===== config.mk =====
export PLATFORM = sky130hd
export DESIGN_NAME = lprd_queue
export DESIGN_NICKNAME = d
export VERILOG_FILES = /design/src/rtl/lprd_pkg.sv /design/src/rtl/lprd_queue.sv
export SDC_FILE = /design/constraint.sdc
export NUM_CORES = 1
export LEC_CHECK = 0
export BUFFER_PORTS_ARGS = -buffer_cell sky130_fd_sc_hd__buf_4
export CORE_MARGIN = 5
export CORE_UTILIZATION = 52
export DETAILED_ROUTE_END_ITERATION = 8
export PLACE_DENSITY = 0.84
export SLEW_MARGIN = 40
export SYNTH_ARGS = -nofsm -noshare
export SYNTH_HDL_FRONTEND = slang
export SYNTH_SLANG_ARGS = --single-unit

===== constraint.sdc =====
create_clock -name clk -period 3.6 [get_ports clk]
set_clock_uncertainty 0.15 [all_clocks]
set_input_delay 0.72 -clock clk [delete_from_list [all_inputs] [get_ports clk]]
set_output_delay 0.72 -clock clk [all_outputs]
set_load 0.005 [all_outputs]

===== src/rtl/lprd_pkg.sv =====
// lprd_pkg: shared types, constants and helper functions of the push-recovery
// displacement block. Used by every module under rtl/. No dependencies.
`timescale 1ns / 1ps

package lprd_pkg;

    // field widths
    localparam int VelW    = 16;
    localparam int ErrW    = VelW + 1;
    localparam int GainW   = 16;
    localparam int LimitW  = 15;
    localparam int ProdW   = 34;
    localparam int SumW    = ProdW + 1;
    localparam int DeltaW  = 16;
    localparam int StateW  = 32;
    localparam int NumLegs = 4;
    localparam int NumOut  = 2 * NumLegs;
    localparam int NumProd = 4;
    localparam int OutIdxW = $clog2(NumOut);
    localparam int CfgIdxW = 3;
    localparam int CfgW    = 16;

    // decoupling queue
    localparam int QDepth  = 2;
    localparam int QPtrW   = (QDepth > 1) ? $clog2(QDepth) : 1;
    localparam int QCntW   = $clog2(QDepth + 1);

    // +/-10.0 in Q5.11
    localparam logic signed [VelW-1:0] VelLimit = 16'sd20480;
    // shift amount of the rounding step from Q.25 to Q1.14
    localparam int RoundShift = 11;

    localparam logic [LimitW-1:0] LimitReset = 15'd1638;

    // configuration register indexes
    typedef enum logic [CfgIdxW-1:0] {
        REG_ENABLE        = 3'd0,
        REG_GAIN_LONG     = 3'd1,
        REG_GAIN_LAT      = 3'd2,
        REG_YAW_GAIN_LONG = 3'd3,
        REG_YAW_GAIN_LAT  = 3'd4,
        REG_LIMIT_LONG    = 3'd5,
        REG_LIMIT_LAT     = 3'd6,
        REG_FILTER_ALPHA  = 3'd7
    } lprd_reg_idx_t;

    typedef struct packed {
        logic [GainW-1:0]  gain_long;
        logic [GainW-1:0]  gain_lat;
        logic [GainW-1:0]  yaw_gain_long;
        logic [GainW-1:0]  yaw_gain_lat;
        logic [LimitW-1:0] limit_long;
        logic [LimitW-1:0] limit_lat;
        logic [GainW-1:0]  filter_alpha;
    } lprd_cfg_t;

    // one classified item: velocity errors and the flag after the range check
    typedef struct packed {
        logic signed [ErrW-1:0] e_long;
        logic signed [ErrW-1:0] e_lat;
        logic signed [ErrW-1:0] e_yaw;
        logic                   active;
    } lprd_entry_t;

    typedef struct packed {
        logic [QCntW-1:0] count;
        logic             full;
        logic             empty;
    } lprd_q_status_t;

    typedef struct packed {
        logic busy;
        logic done;
    } lprd_back_status_t;

    typedef enum logic [1:0] {
        B_IDLE,
        B_PROD,
        B_FILT,
        B_DRAIN
    } lprd_back_state_t;

    // yaw term sign per output: x legs -,+,-,+ then y legs +,+,-,-
    function automatic logic yaw_negative(input logic [OutIdxW-1:0] idx);
        logic neg;
        case (idx)
            3'd0:    neg = 1'b1;
            3'd1:    neg = 1'b0;
            3'd2:    neg = 1'b1;
            3'd3:    neg = 1'b0;
            3'd4:    neg = 1'b0;
            3'd5:    neg = 1'b0;
            3'd6:    neg = 1'b1;
            3'd7:    neg = 1'b1;
            default: neg = 1'b0;
        endcase
        return neg;
    endfunction

endpackage


===== src/rtl/lprd_queue.sv =====
// lprd_queue: short FIFO of classified items between front and back end.
// Depends on lprd_pkg.
`timescale 1ns / 1ps

module lprd_queue
    import lprd_pkg::*;
(
    input  logic           clk,
    input  logic           rst_n,
    input  logic           push,
    input  lprd_entry_t    push_data,
    input  logic           pop,
    output lprd_entry_t    pop_data,
    output lprd_q_status_t status
);

    lprd_entry_t      mem_reg [QDepth];
    logic [QPtrW-1:0] wr_ptr_reg, wr_ptr_next;
    logic [QPtrW-1:0] rd_ptr_reg, rd_ptr_next;
    logic [QCntW-1:0] count_reg, count_next;

    assign status.count = count_reg;
    assign status.full  = (count_reg == QCntW'(QDepth));
    assign status.empty = (count_reg == '0);
    assign pop_data     = mem_reg[rd_ptr_reg];

    // pointer and fill count update
    always_comb
    begin
        wr_ptr_next = wr_ptr_reg;
        rd_ptr_next = rd_ptr_reg;
        count_next  = count_reg;
        if (push)
        begin
            wr_ptr_next = (wr_ptr_reg == QPtrW'(QDepth - 1)) ? '0 : wr_ptr_reg + 1'b1;
        end
        if (pop)
        begin
            rd_ptr_next = (rd_ptr_reg == QPtrW'(QDepth - 1)) ? '0 : rd_ptr_reg + 1'b1;
        end
        if (push && !pop)
        begin
            count_next = count_reg + 1'b1;
        end
        else if (pop && !push)
        begin
            count_next = count_reg - 1'b1;
        end
    end

    always_ff @(posedge clk or negedge rst_n)
    begin
        if (!rst_n)
        begin
            wr_ptr_reg <= '0;
            rd_ptr_reg <= '0;
            count_reg  <= '0;
        end
        else
        begin
            wr_ptr_reg <= wr_ptr_next;
            rd_ptr_reg <= rd_ptr_next;
            count_reg  <= count_next;
        end
    end

    // entry storage
    always_ff @(posedge clk)
    begin
        if (push)
        begin
            mem_reg[wr_ptr_reg] <= push_data;
        end
    end

endmodule


==> results of run 1 <==
==> metrics by stage <==
stage,util [%],std cells
CTS,68.03,406
global route,68.03,406
global placement,65.22,387
floorplan,-,178
detailed placement,65.74,389
finish,68.03,406
==> worst max path at each step <==
| stage | start | end | slack (ns) |
|---|---|---|---|
| finish | rd_ptr_reg | pop_data[32] | 0.82 |
| global route | rd_ptr_reg | pop_data[31] | 0.73 |
| CTS | rd_ptr_reg | pop_data[32] | 0.79 |
| detailed placement | rd_ptr_reg | pop_data[32] | 1.20 |
| global placement | rd_ptr_reg | pop_data[32] | 1.09 |
| floorplan | push | mem_reg[0][0] | 0.93 |
==> cell usage after synthesis <==
library cell	instances	share of area [%]
edfxtp_1	104	75
mux2_4	49	18
buf_12	5	2.4
dfrtp_1	4	2.4
xor2_1	4	0.84
mux2_2	3	0.81
nor2_1	2	0.18
nor2b_1	2	0.30
and2_1	1	0.15
buf_6	1	0.27
ha_1	1	0.30
inv_1	1	0.089
xnor2_1	1	0.21
==> layer usage <==
layer / wire [µm] / share of wire, % / track usage [%]
met3: 481 / 6.9 / 4.067
met5: 0 / 0 / 0
met1: 2757 / 39 / 17.55
met2: 3617 / 52 / 24.53
met4: 126 / 1.8 / 6.828
==> power breakdown <==
part	internal, mW	total (mW)	switching (mW)	leakage (nW)
clock	0.251	0.631	0.380	0.0815
combinational	0.839	1.34	0.504	1.04
sequential	1.67	1.78	0.114	1.02
==> final cells by class <==
class	count	area (µm²)
clock buffers	10	127.6
clock inverters	6	41.29
fillers	533	2496
inverters	1	3.754
multi-input cells	63	860.8
flip-flops and latches	108	3227
well taps	102	127.6
repair buffers	116	923.4
==> kinds of logic after synthesis <==
logic type / share of synthesized area, %
mux: 18.36
fa+ha+maj: 0.2985
flops: 76.92
simple gates: 0.6272
xor+xnor: 1.045
buf+inv: 2.747
==> flow_summary.ini, run 1 <==
[run_status]
outcome = finished clean

[sta]
tns_ns = 0
hold_viol_final = 0
holdWs_ns = 0.3827
setup_viol = 0
period_minus_slack_ns = 2.778
fmax_mhz = 359.9
max_slew_margin_pct = 57.23
tightest_slew_ns = 0.6401
slew_viol_final = 0
fin_crit_sh_pct = 77.17
rsz0062_at_grt = no
setup_ws_ns = 0.8218

[flow_run]
max_cap_violations = 0

[drt]
post_drt_wl_per_cell_um = 17.20
drt_iter0_drc = 89
vias = 2011
wl_um = 6983
final_antenna_net_count = 0
drcViolationCount = 0
dr.pass1.iters = 4
viasPerCell = 4.953

[layout]
largest_reg_flops = 104
layout-drive-gt1-share_pct = 60.20
diodes = 0
nets = 356
finalInstanceArea_um2 = 5311
area_growth_pct = 26.75
final_common_cell = buf_4
most-common-layout-cells = 111 x buf_4, 104 x edfxtp_1, 49 x mux2_4

[clock_network]
cts_resized = 0
hold_buffers = 1
clk_latency_ns = 0.35
cts_tree = built
numCtsBuffers = 9
cts_setup_buffers = 0
clk_path_buf_depth = 2
cts.sinks = 108
cts_root_buf = clkbuf_8
htree_levels = 3
path_clk_slew_ns = 0.09

[worst_setup_path]
r2r_slack_ns = 1.87
rr_worst_depth = 2
regToRegStartpoint = wr_ptr_reg
critPathTopFamily = flip-flops
path_max_fanout = 22
slowest_delay_ns = 0.59
r2r-end = mem_reg[0][49]
crit_path_cell_trace = buf_12, buf_12, mux2_2, buf_4
cpMaxStageDelayCell = dfrtp_4
critPathBufInv = 3
crit_path_end_kind = output port
critPathKind = reg -> out
critical_path_depth = 4
cp_data_arrival_time_ns = 1.91
cpMostUsedCell = buf_12
start_kind = flop
required_ns = 2.73

[floorplan]
core_area_um2 = 7807
num_rows = 32
die_y_um = 99.77
ios = 112
start_util_pct = 53.67
die_area_um2 = 9953
fp.dieW_um = 99.77

[place]
dpl_cell_area_um2 = 5132
hpwlAfterDp_um = 4948
gp_congestion = 0.7017
port-buffer-count = 111
pre_cts_slack_ns = 1.196

[global_route]
grt_pass1_vias = 2177
antenna_found_initial = 0
grt-ovfl-total = 0
grt_max_degree = 33
grt_first_pass_wirelength_um = 10980
grt_use_total_pct = 14.65

[synthesis]
ys_seq_elements = 108
avgSynthCellArea_um2 = 23.54
syn_nets = 235
yosysWarnings = 0
ys_types = 13
ys_seq_area_share_pct = 76.92
syn_area_um2 = 4190
syn_inst = 178

[min_path]
holdCritPathClass = reg -> reg
hp-start = count_reg[1]
whs_path_depth = 1
hold_end = count_reg[1]

[power_and_ir_drop]
totalPowerFinal_mw = 3.759
powerDensity_nw_per_um2 = 707.8
p_leak_nw = 2.142
vdd_ir_drop_max_uv = 435.1
Power figures use the tool's default switching activity.
==> run 2: changes to the inputs <==
==> constraint.sdc (replaced) <==
create_clock -name clk -period 2.6 [get_ports clk]
set_clock_uncertainty 0.15 [all_clocks]
set_input_delay 0.52 -clock clk [delete_from_list [all_inputs] [get_ports clk]]
set_output_delay 0.52 -clock clk [all_outputs]
set_load 0.005 [all_outputs]
==> flow_summary.ini, run 2 (synthesis results as in run 1) <==
[run_status]
outcome = finished clean

[clock_network]
clk_latency_ns = 0.34
cts_root_buf = clkbuf_8
numCtsBuffers = 9
clk_path_buf_depth = 2
htree_levels = 3
cts_tree = built
path_clk_slew_ns = 0.09
cts.sinks = 108

[floorplan]
core_area_um2 = 7807
die_area_um2 = 9953
die_y_um = 99.77
fp.dieW_um = 99.77
start_util_pct = 53.67
ios = 112
num_rows = 32

[sta]
fmax_mhz = 407.5
slew_viol_final = 0
period_minus_slack_ns = 2.454
tightest_slew_ns = 0.3873
setup_viol = 0
hold_viol_final = 0
rsz0062_at_grt = no
max_slew_margin_pct = 74.18
fin_crit_sh_pct = 94.38
tns_ns = 0

[power_and_ir_drop]
powerDensity_nw_per_um2 = 997.4
p_int_mw = 3.927
totalPowerFinal_mw = 5.308
power_switching_share_pct = 26.00
pwr-share-clk_pct = 19.0
sequentialPowerShare_pct = 46.8
vdd_ir_drop_max_uv = 514.0
power.net_switching_mw = 1.380
pwr-share-comb_pct = 34.2
p_leak_nw = 2.161

[layout]
instances_no_fill = 408
layout-drive-gt1-share_pct = 60.78
fin_util_pct = 68.16
final_common_cell = buf_4
nets = 358
finalInstanceArea_um2 = 5321
fillCellCount = 541
largest_reg_flops = 104
diodes = 0
most-common-layout-cells = 116 x buf_4, 104 x edfxtp_1, 49 x mux2_4
area_growth_pct = 26.99

[global_route]
grt_max_degree = 29
grt-ovfl-total = 0
grt_first_pass_wirelength_um = 10840
antenna_found_initial = 0
grt_use_total_pct = 14.49
grt_pass1_vias = 2190

[drt]
dr.pass1.iters = 4
drt_iter0_drc = 31
viasPerCell = 4.846
drcViolationCount = 0
post_drt_wl_per_cell_um = 16.91
final_antenna_net_count = 0
vias = 1977
wl_um = 6899

[worst_setup_path]
cpMaxStageDelayCell = dfrtp_4
critPathTopFamily = flip-flops
critPathBufInv = 2
path_max_fanout = 16
critPathKind = reg -> out
crit_path_end_kind = output port
slowest_delay_ns = 0.63
cpMostUsedCell = buf_4
cp_data_arrival_time_ns = 1.78
start_kind = flop
crit_path_cell_trace = buf_4, mux2_2, buf_4
required_ns = 1.93

[place]
gp_congestion = 0.7063
port-buffer-count = 111
hpwlAfterDp_um = 4745
placed_cells = 391
dpl_cell_area_um2 = 5110

[flow_run]
max_cap_violations = 0

[min_path]
holdCritPathClass = in -> reg
[run 2: cell types whose count changed in the layout (fill, tap and decap cells not counted)]
cell,before,now
buf_4,111,116
buf_12,4,1
clkinv_1,2,0
clkinv_4,3,1
inv_6,0,2
bufinv_16,0,1
clkbuf_1,1,2
clkbuf_8,9,10
clkinvlp_4,1,0
[run 2: what timing repair did]
action                                 CTS  global route
hold buffers                             1             0
endpoints found under the hold margin    4             0
resized for setup                        0             0
buffers inserted                         0             0
[run 2: layout make-up]
| class | count | area [µm²] | share of cell area, % |
|---|---|---|---|
| clock buffers | 12 | 145.1 | 2.727 |
| clock inverters | 4 | 56.30 | 1.058 |
| inverters | 1 | 3.754 | 0.07054 |
| multi-input cells | 63 | 860.8 | 16.18 |
| flip-flops and latches | 108 | 3227 | 60.64 |
| well taps | 102 | 127.6 | 2.398 |
| repair buffers | 118 | 900.9 | 16.93 |
[run 2: final timing paths]
kind / slack [ns] / depth (start not counted) / to / startpoint
min in group asynchronous: 0.34 / 2 / count_reg[1] / rst_n
hold / removal: 0.20 / 2 / rd_ptr_reg / pop
hold reg to reg: 0.36 / 1 / count_reg[1] / count_reg[1]
setup / recovery: 0.15 / 3 / pop_data[36] / rd_ptr_reg
setup reg to reg: 1.14 / 2 / mem_reg[1][31] / wr_ptr_reg
max in group asynchronous: 1.84 / 2 / rd_ptr_reg / rst_n
[run 2: layer usage]
layer | share of wire [%] | GRT usage (%)
met5 | 0 | 0
met4 | 0.70 | 5.357
met3 | 7.1 | 4.839
met2 | 53 | 25.45
met1 | 39 | 16.35
[run 2: power by group through the flow]
stage,Clock [mW],Sequential (mW),Combinational [mW]
after floorplan,0,2.44,1.23
after global placement,0,2.50,1.83
after detailed placement,0,2.53,1.85
after CTS,1.04,2.49,1.85
after global routing,1.14,2.52,1.93
final,1.01,2.49,1.81
[run 2: metrics by stage]
stage	setup slack [ns]	hold slack, ns
floorplan	0.1311	0.07441
global placement	0.5287	0.1689
detailed placement	0.5189	0.1718
CTS	0.1235	0.1791
global route	0.07507	0.1580
finish	0.1461	0.1990
