### src/rtl/lprd_pkg.sv
// lprd_pkg: shared types, constants and helper functions of the push-recovery
// displacement block. Used by every module under rtl/. No dependencies.
`timescale 1ns / 1ps

package lprd_pkg;

    // field widths
    localparam int VelW    = 16;
    localparam int ErrW    = VelW + 1;
    localparam int GainW   = 16;
    localparam int LimitW  = 15;
    localparam int ProdW   = 34;
    localparam int SumW    = ProdW + 1;
    localparam int DeltaW  = 16;
    localparam int StateW  = 32;
    localparam int NumLegs = 4;
    localparam int NumOut  = 2 * NumLegs;
    localparam int NumProd = 4;
    localparam int OutIdxW = $clog2(NumOut);
    localparam int CfgIdxW = 3;
    localparam int CfgW    = 16;

    // decoupling queue
    localparam int QDepth  = 2;
    localparam int QPtrW   = (QDepth > 1) ? $clog2(QDepth) : 1;
    localparam int QCntW   = $clog2(QDepth + 1);

    // +/-10.0 in Q5.11
    localparam logic signed [VelW-1:0] VelLimit = 16'sd20480;
    // shift amount of the rounding step from Q.25 to Q1.14
    localparam int RoundShift = 11;

    localparam logic [LimitW-1:0] LimitReset = 15'd1638;

    // configuration register indexes
    typedef enum logic [CfgIdxW-1:0] {
        REG_ENABLE        = 3'd0,
        REG_GAIN_LONG     = 3'd1,
        REG_GAIN_LAT      = 3'd2,
        REG_YAW_GAIN_LONG = 3'd3,
        REG_YAW_GAIN_LAT  = 3'd4,
        REG_LIMIT_LONG    = 3'd5,
        REG_LIMIT_LAT     = 3'd6,
        REG_FILTER_ALPHA  = 3'd7
    } lprd_reg_idx_t;

    typedef struct packed {
        logic [GainW-1:0]  gain_long;
        logic [GainW-1:0]  gain_lat;
        logic [GainW-1:0]  yaw_gain_long;
        logic [GainW-1:0]  yaw_gain_lat;
        logic [LimitW-1:0] limit_long;
        logic [LimitW-1:0] limit_lat;
        logic [GainW-1:0]  filter_alpha;
    } lprd_cfg_t;

    // one classified item: velocity errors and the flag after the range check
    typedef struct packed {
        logic signed [ErrW-1:0] e_long;
        logic signed [ErrW-1:0] e_lat;
        logic signed [ErrW-1:0] e_yaw;
        logic                   active;
    } lprd_entry_t;

    typedef struct packed {
        logic [QCntW-1:0] count;
        logic             full;
        logic             empty;
    } lprd_q_status_t;

    typedef struct packed {
        logic busy;
        logic done;
    } lprd_back_status_t;

    typedef enum logic [1:0] {
        B_IDLE,
        B_PROD,
        B_FILT,
        B_DRAIN
    } lprd_back_state_t;

    // yaw term sign per output: x legs -,+,-,+ then y legs +,+,-,-
    function automatic logic yaw_negative(input logic [OutIdxW-1:0] idx);
        logic neg;
        case (idx)
            3'd0:    neg = 1'b1;
            3'd1:    neg = 1'b0;
            3'd2:    neg = 1'b1;
            3'd3:    neg = 1'b0;
            3'd4:    neg = 1'b0;
            3'd5:    neg = 1'b0;
            3'd6:    neg = 1'b1;
            3'd7:    neg = 1'b1;
            default: neg = 1'b0;
        endcase
        return neg;
    endfunction

endpackage

### src/rtl/lprd_front.sv
// lprd_front: configuration registers, range check of each input beat, sticky
// active flag and velocity error forming. Depends on lprd_pkg.
`timescale 1ns / 1ps

module lprd_front
    import lprd_pkg::*;
(
    input  logic                      clk,
    input  logic                      rst_n,
    input  logic                      cfg_we,
    input  logic [CfgIdxW-1:0]        cfg_index,
    input  logic [CfgW-1:0]           cfg_data,
    input  logic                      in_valid,
    output logic                      in_ready,
    input  logic signed [VelW-1:0]    desired_vel_long,
    input  logic signed [VelW-1:0]    desired_vel_lat,
    input  logic signed [VelW-1:0]    desired_yaw_rate,
    input  logic signed [VelW-1:0]    measured_vel_long,
    input  logic signed [VelW-1:0]    measured_vel_lat,
    input  logic signed [VelW-1:0]    measured_yaw_rate,
    input  logic                      q_full,
    output logic                      push,
    output lprd_entry_t               push_data,
    output lprd_cfg_t                 cfg
);

    function automatic logic out_of_range(input logic signed [VelW-1:0] v);
        return (v > VelLimit) || (v < -VelLimit);
    endfunction

    lprd_cfg_t cfg_reg, cfg_next;
    logic      active_reg, active_next;
    logic      bad;
    logic      active_after;

    assign in_ready = !q_full;
    assign push     = in_valid && !q_full;
    assign cfg      = cfg_reg;

    // range check over all six values
    always_comb
    begin
        bad = out_of_range(desired_vel_long)  || out_of_range(desired_vel_lat)  ||
              out_of_range(desired_yaw_rate)  || out_of_range(measured_vel_long) ||
              out_of_range(measured_vel_lat)  || out_of_range(measured_yaw_rate);
        active_after = active_reg && !bad;
    end

    // errors are measured minus desired, one bit wider
    always_comb
    begin
        push_data.e_long = ErrW'(measured_vel_long) - ErrW'(desired_vel_long);
        push_data.e_lat  = ErrW'(measured_vel_lat)  - ErrW'(desired_vel_lat);
        push_data.e_yaw  = ErrW'(measured_yaw_rate) - ErrW'(desired_yaw_rate);
        push_data.active = active_after;
    end

    // register writes; the enable write loads the flag
    always_comb
    begin
        cfg_next    = cfg_reg;
        active_next = active_reg;
        if (push)
        begin
            active_next = active_after;
        end
        if (cfg_we)
        begin
            case (lprd_reg_idx_t'(cfg_index))
                REG_ENABLE:        active_next           = cfg_data[0];
                REG_GAIN_LONG:     cfg_next.gain_long     = cfg_data;
                REG_GAIN_LAT:      cfg_next.gain_lat      = cfg_data;
                REG_YAW_GAIN_LONG: cfg_next.yaw_gain_long = cfg_data;
                REG_YAW_GAIN_LAT:  cfg_next.yaw_gain_lat  = cfg_data;
                REG_LIMIT_LONG:    cfg_next.limit_long    = cfg_data[LimitW-1:0];
                REG_LIMIT_LAT:     cfg_next.limit_lat     = cfg_data[LimitW-1:0];
                REG_FILTER_ALPHA:  cfg_next.filter_alpha  = cfg_data;
                default:           ;
            endcase
        end
    end

    always_ff @(posedge clk or negedge rst_n)
    begin
        if (!rst_n)
        begin
            active_reg            <= 1'b0;
            cfg_reg.gain_long     <= '0;
            cfg_reg.gain_lat      <= '0;
            cfg_reg.yaw_gain_long <= '0;
            cfg_reg.yaw_gain_lat  <= '0;
            cfg_reg.limit_long    <= LimitReset;
            cfg_reg.limit_lat     <= LimitReset;
            cfg_reg.filter_alpha  <= '0;
        end
        else
        begin
            active_reg <= active_next;
            cfg_reg    <= cfg_next;
        end
    end

endmodule

### config.mk
export PLATFORM = sky130hd
export DESIGN_NAME = lprd_front
export DESIGN_NICKNAME = d
export VERILOG_FILES = /design/src/rtl/lprd_pkg.sv /design/src/rtl/lprd_front.sv
export SDC_FILE = /design/constraint.sdc
export NUM_CORES = 1
export LEC_CHECK = 0
export BUFFER_PORTS_ARGS = -buffer_cell sky130_fd_sc_hd__buf_4
export CORE_MARGIN = 8
export CORE_UTILIZATION = 35
export CTS_BUF_LIST = sky130_fd_sc_hd__clkbuf_8
export DETAILED_ROUTE_END_ITERATION = 7
export PLACE_DENSITY = 0.59
export SKIP_CTS_REPAIR_TIMING = 1
export SYNTH_ARGS = -nofsm -noshare
export SYNTH_HDL_FRONTEND = slang
export SYNTH_SLANG_ARGS = --single-unit
### constraint.sdc
create_clock -name clk -period 4.3 [get_ports clk]
set_clock_uncertainty 0.2 [all_clocks]
set_input_delay 0.86 -clock clk [delete_from_list [all_inputs] [get_ports clk]]
set_output_delay 0.86 -clock clk [all_outputs]
set_load 0.02 [all_outputs]
==> results by group, run 1 <==
Global routing
  • First-pass GRT wire length: 35,160 um
  • Largest net degree at the start of global routing: 66
  • Initial antenna violation count: 0
  • Gr ovfl total: 0
  • GR Util All Layers: 18.46%
  • Vias in the first global route: 6,189

Floorplanning
  • I/O Pins: 284
  • Die area: 24,230 um2
  • Die extent in y: 155.7 um
  • Starting density of the core: 35.31%
  • Die Wd: 155.7 um
  • Placeable Area: 19,330 um2
  • # rows: 51

Layout
  • Cell area after layout: 9527 um2
  • Final nets: 1,103
  • Area grow syn2layout: 39.53%
  • # diodes: 0
  • Largest register FFs: 110
  • Share of cells above drive strength 1: 48.13%

Yosys
  • Synth Flop Type: dfrtp_1
  • Most common cell in the netlist: mux2_2
  • Count of different cell masters after synthesis: 53
  • Net Count, Synth: 813
  • Seq/Total Area, Yosys: 40.90%
  • Most frequent cells after synthesis: mux2_2, dfrtp_1, inv_1
  • Number of synthesized register bits: 111
  • EDFF count, synth: 0
  • Ys Warns: 0
  • Synth top area cells: dfrtp_1, mux2_2, ha_1
  • Mean post-synth cell area: 10.64 um2
  • Cells after Synth: 642
  • Top cell type's share of synthesized area: 36.28%
  • Largest area contributor in the netlist: dfrtp_1
  • Async S/R FF share, synth: 100.0%
  • Post-Syn Area: 6828 um2

STA
  • Slew Limit Fails: 0
  • Final Hold Vio Count: 0
  • Fmax achieved: 238.5 MHz
  • Final Worst Setup Slack: 0.1065 ns
  • Slew HR: 33.80%
  • Period minus WS final: 4.193 ns
  • Final period util: 97.52%
  • Final setup fails: 0
  • Worst-margin pin slew: 0.9919 ns

Clocking
  • Root Buffer: clkbuf_8
  • CTS buffer count: 9
  • Clk sinks: 111
  • Clock slew at the register clock pins of the worst setup and hold paths: 0.10 ns
  • Maximum clock path buffer count: 2
  • CTS tree: yes
  • Worst skew pair latency: 0.36 ns
  • H-tree depth: 3

Route
  • 1st-pass router iterations: 4
  • Number of remaining DRC errors: 0
  • Via count: 5,924
  • First DRT Iteration DRCs: 218
  • Detail Route Antenna Nets: 0
  • Drt wl/cell: 19.16 um
  • Drt total wl: 23,040 um
  • Vias per inst: 4.928

Critical path
  • Setup CP Type: primary input to output port
  • Worst setup EP type: output port
  • Startpoint types: primary input
  • Top cell by count, worst path: buf_4
  • Worst path arrival time: 3.13 ns
  • Worst Path Buf+Inv: 3
  • CP max FO: 4
  • CP top delay family: compound AO/OA/AOI/OAI gates
  • Cell Chain, Critical Path: buf_4 > inv_1 > ha_1 > or4_4 > o211ai_2 > o21ba_4 > a2111oi_2 > o21bai_1 > a21oi_1 > xnor2_1 > buf_4
  • Slowest cell on the critical path: or4_4
  • Critical Path RT: 3.24 ns
  • CP peak stage delay: 0.52 ns

Placement
  • PortBufs: 283
  • HPWL Detailed: 18,820 um
  • Post-DP Area: 9320 um2
  • Worst slack, placed: 0.09521 ns
  • GPL Wtd Cong: 0.9288

Job
  • Max-cap violations: 0

Min path
  • Hold Crit Class: register to register

Status
  • Status: complete, no violations

Power and ir drop
  • Leakage Power: 4.658 nW
  • PD cells: 397.8 nW/um2
  • IR drop worst, VDD: 0.2758 mV
-- final cells by class --
class                   instances  area (um2)
clock buffers                   9       123.9
repair buffers                294        2207
inverters                      70       262.8
fillers                      1853        9808
multi-input cells             446        3732
well taps                     265       331.6
clock inverters                 7       76.32
flip-flops and latches        111        2793
-- stage by stage --
stage          total power [mW]  hold WS [ns]  TNS [ns]  util (%)  instances
4_1_cts                   3.841        0.3178         0     49.24       1202
5_1_grt                   4.010        0.3285  -0.01032     49.27       1202
3_3_place_gp              3.203        0.2880         0     48.20       1186
6_report                  3.790        0.3153         0     49.27       1202
3_5_place_dp              3.212        0.2933         0     48.20       1186
2_1_floorplan             2.356        0.3644         0         -        642
-- power by group --
group,switching [mW],internal [mW],leakage [nW]
clock network,0.387,0.229,0.0988
logic,0.950,0.814,3.24
registers,0.122,1.29,1.32
total,1.46,2.33,4.66
-- layout by cell type (no fill, tap or decap), types with 4 or more instances in the layout --
cell       synthesis  routed
buf_4              1     294
mux2_2           111     111
dfrtp_1           99      99
inv_1             70      70
ha_1              48      48
a21oi_1           34      34
nor2_1            29      29
o21ai_0           25      24
xnor2_1           24      24
nand2_1           18      18
nor4_1            16      16
nor3_1            15      14
nand3_1           13      13
dfstp_2           12      12
o21a_1            11      11
clkbuf_8           0       9
a21o_1             8       8
xor2_1             8       8
nor2b_1            8       8
nand4_1            7       7
o31a_1             6       6
o2111ai_1          6       6
a211oi_1           6       6
or2_2              4       4
-- logic make-up (layout without fill, tap and decap cells) --
logic type                 Yosys count  count (layout)  synth area share (%)
AOI/OAI and AO/OA                  120             120                 11.76
xor gates and xnor gates            32              32                 4.105
adders and majority gates           51              51                 9.676
buffers and inverters               85             380                 4.783
DFF                                111             111                 40.90
muxes                              112             112                 18.45
and+or+nand+nor                    131             131                 10.32
-- metal layers --
layer	global-route usage (%)	vias to the layer above	part of all wire, %
met4	4.529	0	1.8
li1	-	2882	-
met2	31.00	216	46
met3	7.368	25	9.7
met1	21.62	2801	43
met5	0	-	0
-- path summary, 6_finish.rpt --
path / startpoint / endpoint / slack (ns) / cells after the start
worst min-delay path: cfg[24]$_DFFE_PN0P_ / cfg[24]$_DFFE_PN0P_ / 0.32 / 1
worst max-delay path: desired_yaw_rate[4] / push_data[16] / 0.11 / 11
worst max register to register: active_reg$_DFF_PN0_ / active_reg$_DFF_PN0_ / 3.26 / 3
max in group asynchronous: rst_n / cfg[21]$_DFFE_PN1P_ / 2.63 / 2
worst min register to register: cfg[24]$_DFFE_PN0P_ / cfg[24]$_DFFE_PN0P_ / 0.32 / 1
min in group asynchronous: rst_n / cfg[103]$_DFFE_PN0P_ / 0.36 / 1
(Power assumes the default switching activity.)
==> run 2: changes to the inputs <==
--- a/config.mk
+++ b/config.mk
@@ -6,5 +6,7 @@
 export NUM_CORES = 1
 export LEC_CHECK = 0
+export ABC_AREA = 1
 export BUFFER_PORTS_ARGS = -buffer_cell sky130_fd_sc_hd__buf_4
+export CORE_ASPECT_RATIO = 2
 export CORE_MARGIN = 8
 export CORE_UTILIZATION = 35
==> constraint.sdc (replaced) <==
create_clock -name clk -period 4.3 [get_ports clk]
set_clock_uncertainty 0.2 [all_clocks]
set_input_delay 0.645 -clock clk [delete_from_list [all_inputs] [get_ports clk]]
set_output_delay 0.645 -clock clk [all_outputs]
set_load 0.02 [all_outputs]
==> results by group, run 2 <==
Layout
  • Final nets: 1,393
  • Area grow syn2layout: 36.56%
  • Commonest non-fill, non-tap cells in the layout: buf_4, nand2_1, o21ai_0, inv_1, nor2_1
  • Fillers: 2,028
  • Cell area after layout: 9632 um2
  • Non-Filler Instances: 1,489
  • Core Util, Final: 48.60%
  • Largest register FFs: 110
  • Commonest non-fill, non-tap cell in the layout: buf_4
  • # diodes: 0
  • Share of cells above drive strength 1: 27.79%

Route
  • Detail Route Antenna Nets: 0
  • First DRT Iteration DRCs: 266
  • Drt wl/cell: 17.98 um
  • 1st-pass router iterations: 4
  • Number of remaining DRC errors: 0
  • Vias per inst: 4.785
  • Drt total wl: 26,780 um
  • Via count: 7,125

Yosys
  • EDFF count, synth: 0
  • Cells after Synth: 949
  • Net Count, Synth: 1,120
  • Synth top area cells: dfrtp_1, nand2_1, ha_1
  • Ys Warns: 0
  • Most common cell in the netlist: nand2_1
  • Number of synthesized register bits: 111
  • Largest area contributor in the netlist: dfrtp_1
  • Most frequent cells after synthesis: nand2_1, o21ai_0, inv_1
  • Async S/R FF share, synth: 100.0%
  • Synth Flop Type: dfrtp_1
  • Mean post-synth cell area: 7.432 um2
  • Count of different cell masters after synthesis: 29
  • Post-Syn Area: 7053 um2
  • Seq/Total Area, Yosys: 39.60%
  • Top cell type's share of synthesized area: 35.13%

Critical path
  • Cell Chain, Critical Path: buf_4 > ha_1 > fa_1 > nand3b_1 > nand2_2 > nand2_1 > nand2_2 > nand2_2 > nand2_2 > nand2_1 > nand2_1 > xor2_1 > buf_4
  • Worst Path Buf+Inv: 2
  • Top cell by count, worst path: nand2_2
  • Reg2Reg Depth: 2
  • Critical Path RT: 3.45 ns
  • Setup CP Type: primary input to output port
  • CP top delay family: simple AND/OR/NAND/NOR gates
  • Slowest cell on the critical path: fa_1
  • Critical path depth in cells: 13
  • Worst path arrival time: 2.41 ns
  • Worst setup EP type: output port
  • Startpoint types: primary input
  • CP max FO: 3
  • CP peak stage delay: 0.41 ns

Power and ir drop
  • Clk pwr share: 17.2%
  • Int Pwr: 2.198 mW
  • Comb pwr share: 45.3%
  • IR drop worst, VDD: 0.3526 mV
  • Sw frac: 40.03%
  • PD cells: 380.5 nW/um2
  • Share of power burned in registers: 37.5%
  • Leakage Power: 5.194 nW
  • NetSw: 1.467 mW

Global routing
  • First-pass GRT wire length: 40,800 um
  • Largest net degree at the start of global routing: 66
  • Vias in the first global route: 7,588
  • Initial antenna violation count: 0
  • Gr ovfl total: 0
  • GR Util All Layers: 21.20%

Floorplanning
  • Die Wd: 116.4 um
  • Placeable Area: 19,820 um2
  • Starting density of the core: 35.58%
  • I/O Pins: 284
  • Die extent in y: 216.8 um
  • Die area: 25,220 um2
  • # rows: 73

Placement
  • Dpl cells: 1,473
  • Post-DP Area: 9435 um2
  • HPWL Detailed: 22,860 um
  • GPL Wtd Cong: 0.9450
  • PortBufs: 283

STA
  • Worst-margin pin slew: 1.087 ns
  • Fmax achieved: 307.4 MHz
  • RSZ-0062 raised after global routing: no
  • Final period util: 75.65%
  • Final TNS setup: 0 ns
  • Slew Limit Fails: 0
  • Slew HR: 27.35%
  • Final Hold Vio Count: 0
  • Period minus WS final: 3.253 ns
  • Hold Slack: 0.1561 ns
  • Final setup fails: 0

Clocking
  • CTS tree: yes
  • H-tree depth: 3
  • Worst skew pair latency: 0.38 ns
  • Clock slew at the register clock pins of the worst setup and hold paths: 0.11 ns
  • Clk sinks: 111
  • Maximum clock path buffer count: 2
  • Root Buffer: clkbuf_8
  • CTS buffer count: 9

Status
  • Status: complete, no violations

Min path
  • Hold Crit Class: primary input to async pin

Job
  • Max-cap violations: 0
==> run 2: changes by cell type after synthesis, moves of 8 or more <==
cell | previous run | this run
nand2_1 | 18 | 229
mux2_2 | 111 | 0
o21ai_0 | 25 | 118
nor2_1 | 29 | 108
inv_1 | 70 | 112
a21oi_1 | 34 | 72
xor2_1 | 8 | 35
nand3_1 | 13 | 36
nand2_2 | 0 | 22
xnor2_1 | 24 | 3
nor4_1 | 16 | 1
nor3_1 | 15 | 2
a21o_1 | 8 | 0
nor2b_1 | 8 | 0
==> run 2: final cells by class <==
type	instances	area [um2]	share of cell area, %
multi-input combinational	704	3750	38.93
sequential	111	2793	28.99
timing repair buffer	284	2145	22.27
inverter	112	420.4	4.365
tap	262	327.8	3.403
clock buffer	9	123.9	1.286
clock inverter	7	72.57	0.7534
==> run 2: logic make-up (layout without fill, tap and decap cells) <==
group	after synthesis	count (layout)	synth area share, %
AOI/OAI and AO/OA	205	205	15.04
and+or+nand+nor	410	410	24.04
xor gates and xnor gates	38	38	4.719
buffers and inverters	134	412	7.238
DFF	111	111	39.60
adders and majority gates	51	51	9.367
==> run 2: power by group through the flow <==
stage / logic [mW] / clock network, mW / registers, mW
floorplan: 0.627 / 0 / 1.62
global placement: 1.68 / 0 / 1.39
detailed placement: 1.69 / 0 / 1.39
CTS: 1.69 / 0.657 / 1.37
global route: 1.80 / 0.689 / 1.40
finish: 1.66 / 0.631 / 1.37
==> run 2: through the flow <==
stage	total power, mW	setup slack, ns
finish	3.665	1.047
global route	3.892	0.8368
CTS	3.722	1.032
detailed placement	3.078	1.043
global placement	3.066	1.081
floorplan	2.251	1.208
==> run 2: routing by layer <==
metal  GRT usage (%)  wire length (um)  vias to the layer above
met3           5.243              2114                       61
met5               0                 0                        -
met1           17.93              8188                     3205
li1                -                 -                     3594
met2           41.87             15050                      265
met4           12.54              1422                        0
==> run 2: worst paths after layout <==
| path | from | end | slack (ns) |
|---|---|---|---|
| min in group clk | cfg[21]$_DFFE_PN1P_ | cfg[21]$_DFFE_PN1P_ | 0.30 |
| min | rst_n | cfg[72]$_DFFE_PN0P_ | 0.16 |
| min reg2reg | cfg[21]$_DFFE_PN1P_ | cfg[21]$_DFFE_PN1P_ | 0.30 |
| max in group asynchronous | rst_n | cfg[33]$_DFFE_PN1P_ | 2.91 |
| max | desired_yaw_rate[0] | push_data[11] | 1.05 |
| max reg2reg | cfg[22]$_DFFE_PN1P_ | cfg[22]$_DFFE_PN1P_ | 3.29 |
==> run 3: changes to the inputs <==
ABC_AREA = 0   (was 1)
clock period = 3.2 ns   (was 4.3 ns; I/O delays follow)
==> results by group, run 3 (synthesis results as in run 1) <==
Status
  • Status: finished with violations
  • Violated checks: setup timing

Clocking
  • Maximum clock path buffer count: 2
  • CTS tree: yes
  • Root Buffer: clkbuf_8
  • CTS buffer count: 9
  • Clk sinks: 111
  • H-tree depth: 3
  • Clock slew at the register clock pins of the worst setup and hold paths: 0.10 ns
  • Worst skew pair latency: 0.36 ns

Placement
  • Worst slack, placed: -0.2095 ns
  • GPL Wtd Cong: 0.9548
  • PortBufs: 283
  • HPWL Detailed: 21,130 um

Route
  • 1st-pass router iterations: 4
  • Number of remaining DRC errors: 0
  • Met1 WL: 8269 um
  • Met3 WL: 2226 um
  • DR top layer: met4
  • Via count: 6,345
  • Drt wl/cell: 20.07 um
  • Detail Route Antenna Nets: 0
  • Drt total wl: 25,280 um
  • First DRT Iteration DRCs: 235
  • Met2 WL post-DR: 14,040 um
  • Vias per inst: 5.036

Layout
  • Commonest non-fill, non-tap cells in the layout: buf_4, mux2_2, dfrtp_1, inv_1, ha_1
  • Commonest non-fill, non-tap cell in the layout: buf_4
  • Core Util, Final: 53.54%
  • Largest register FFs: 110
  • Share of cells above drive strength 1: 55.40%
  • Area grow syn2layout: 51.16%
  • Final nets: 1,166

Global routing
  • Vias in the first global route: 6,780
  • Largest net degree at the start of global routing: 66
  • Gr ovfl total: 0
  • Initial antenna violation count: 0
  • GR Util All Layers: 20.01%
  • First-pass GRT wire length: 37,420 um

STA
  • Final TNS setup: -0.02996 ns
  • Period minus WS final: 3.230 ns
  • Final Worst Setup Slack: -0.02996 ns
  • Worst-margin pin slew: 0.5950 ns
  • Final period util: 100.9%
  • Final Hold Vio Count: 0
  • Final setup fails: 1
  • RSZ-0062 raised after global routing: yes
  • Slew Limit Fails: 0
  • Fmax achieved: 309.6 MHz
  • Slew HR: 60.33%

Job
  • Max-cap violations: 0

Power and ir drop
  • PD cells: 519.2 nW/um2
  • Leakage Power: 5.005 nW
  • Power, Total: 5.359 mW
  • IR drop worst, VDD: 0.5735 mV

Floorplanning
  • Die Wd: 114.8 um
  • Starting density of the core: 35.42%
  • # rows: 72
  • Die area: 24,500 um2
  • Die extent in y: 213.5 um
  • I/O Pins: 284
  • Placeable Area: 19,280 um2

Critical path
  • CP max FO: 3
  • Worst path arrival time: 2.55 ns
  • Startpoint types: primary input
  • Setup CP Type: primary input to output port
  • Worst setup EP type: output port
  • Critical Path RT: 2.52 ns

Min path
  • Hold Crit Class: primary input to register
-- run 3: changes by cell type in the layout (fill, tap and decap cells not counted), moves of 22 or more --
cell,previous run,this run
buf_4,283,347
mux2_2,0,111
nor2_1,108,29
nand2_2,22,0
nand3_1,36,12
nand2_1,229,18
xor2_1,35,8
o21ai_0,118,18
inv_1,113,64
a21oi_1,72,26
-- run 3: worst paths after layout --
kind,start,slack (ns),depth (start not counted),to
max,desired_vel_lat[1],-0.03,11,push_data[31]
min,cfg_data[15],0.18,2,cfg[77]$_DFFE_PN0P_
max reg2reg,active_reg$_DFF_PN0_,2.12,3,active_reg$_DFF_PN0_
min reg2reg,cfg[24]$_DFFE_PN0P_,0.31,1,cfg[24]$_DFFE_PN0P_
max in group asynchronous,rst_n,1.54,3,cfg[32]$_DFFE_PN1P_
min in group asynchronous,rst_n,0.46,2,cfg[67]$_DFFE_PN0P_
-- run 3: through the flow --
step	instances	cell area, um2	hold WS, ns
CTS	1254	9970	-0.09801
floorplan	642	6828	-0.01559
global placement	1238	9748	0.2897
finish	1260	10320	0.1791
global route	1259	10320	0.1575
detailed placement	1238	9748	0.2948
-- run 3: area by class of cell --
type	count	area [um2]
antenna	1	2.502
clock buffer	9	123.9
clock inverter	7	97.59
fill	1839	8957
inverter	70	270.3
multi-input combinational	446	3985
sequential	111	2793
tap	259	324.1
timing repair buffer	357	2725
-- run 3: power by group --
group / internal, mW / switching, mW / total [mW] / leakage (nW)
clock network: 0.444 / 0.481 / 0.925 / 0.111
logic: 1.20 / 1.34 / 2.54 / 3.58
registers: 1.73 / 0.164 / 1.90 / 1.32
-- run 3: routing by layer --
metal / global-route usage [%] / vias up
met5: 0 / -
met4: 7.254 / 0
met3: 6.827 / 32
met2: 39.69 / 237
met1: 17.88 / 3064
li1: - / 3012
-- run 3: worst max-delay path: stages --
cell and delay (ns):
buf_6 0.10, inv_4 0.04, ha_4 0.18, nor2b_4 0.12, o31a_1 0.30, o41a_1 0.44
a31o_4 0.26, a31o_1 0.22, a21oi_2 0.13, xnor2_1 0.12, buf_4 0.16
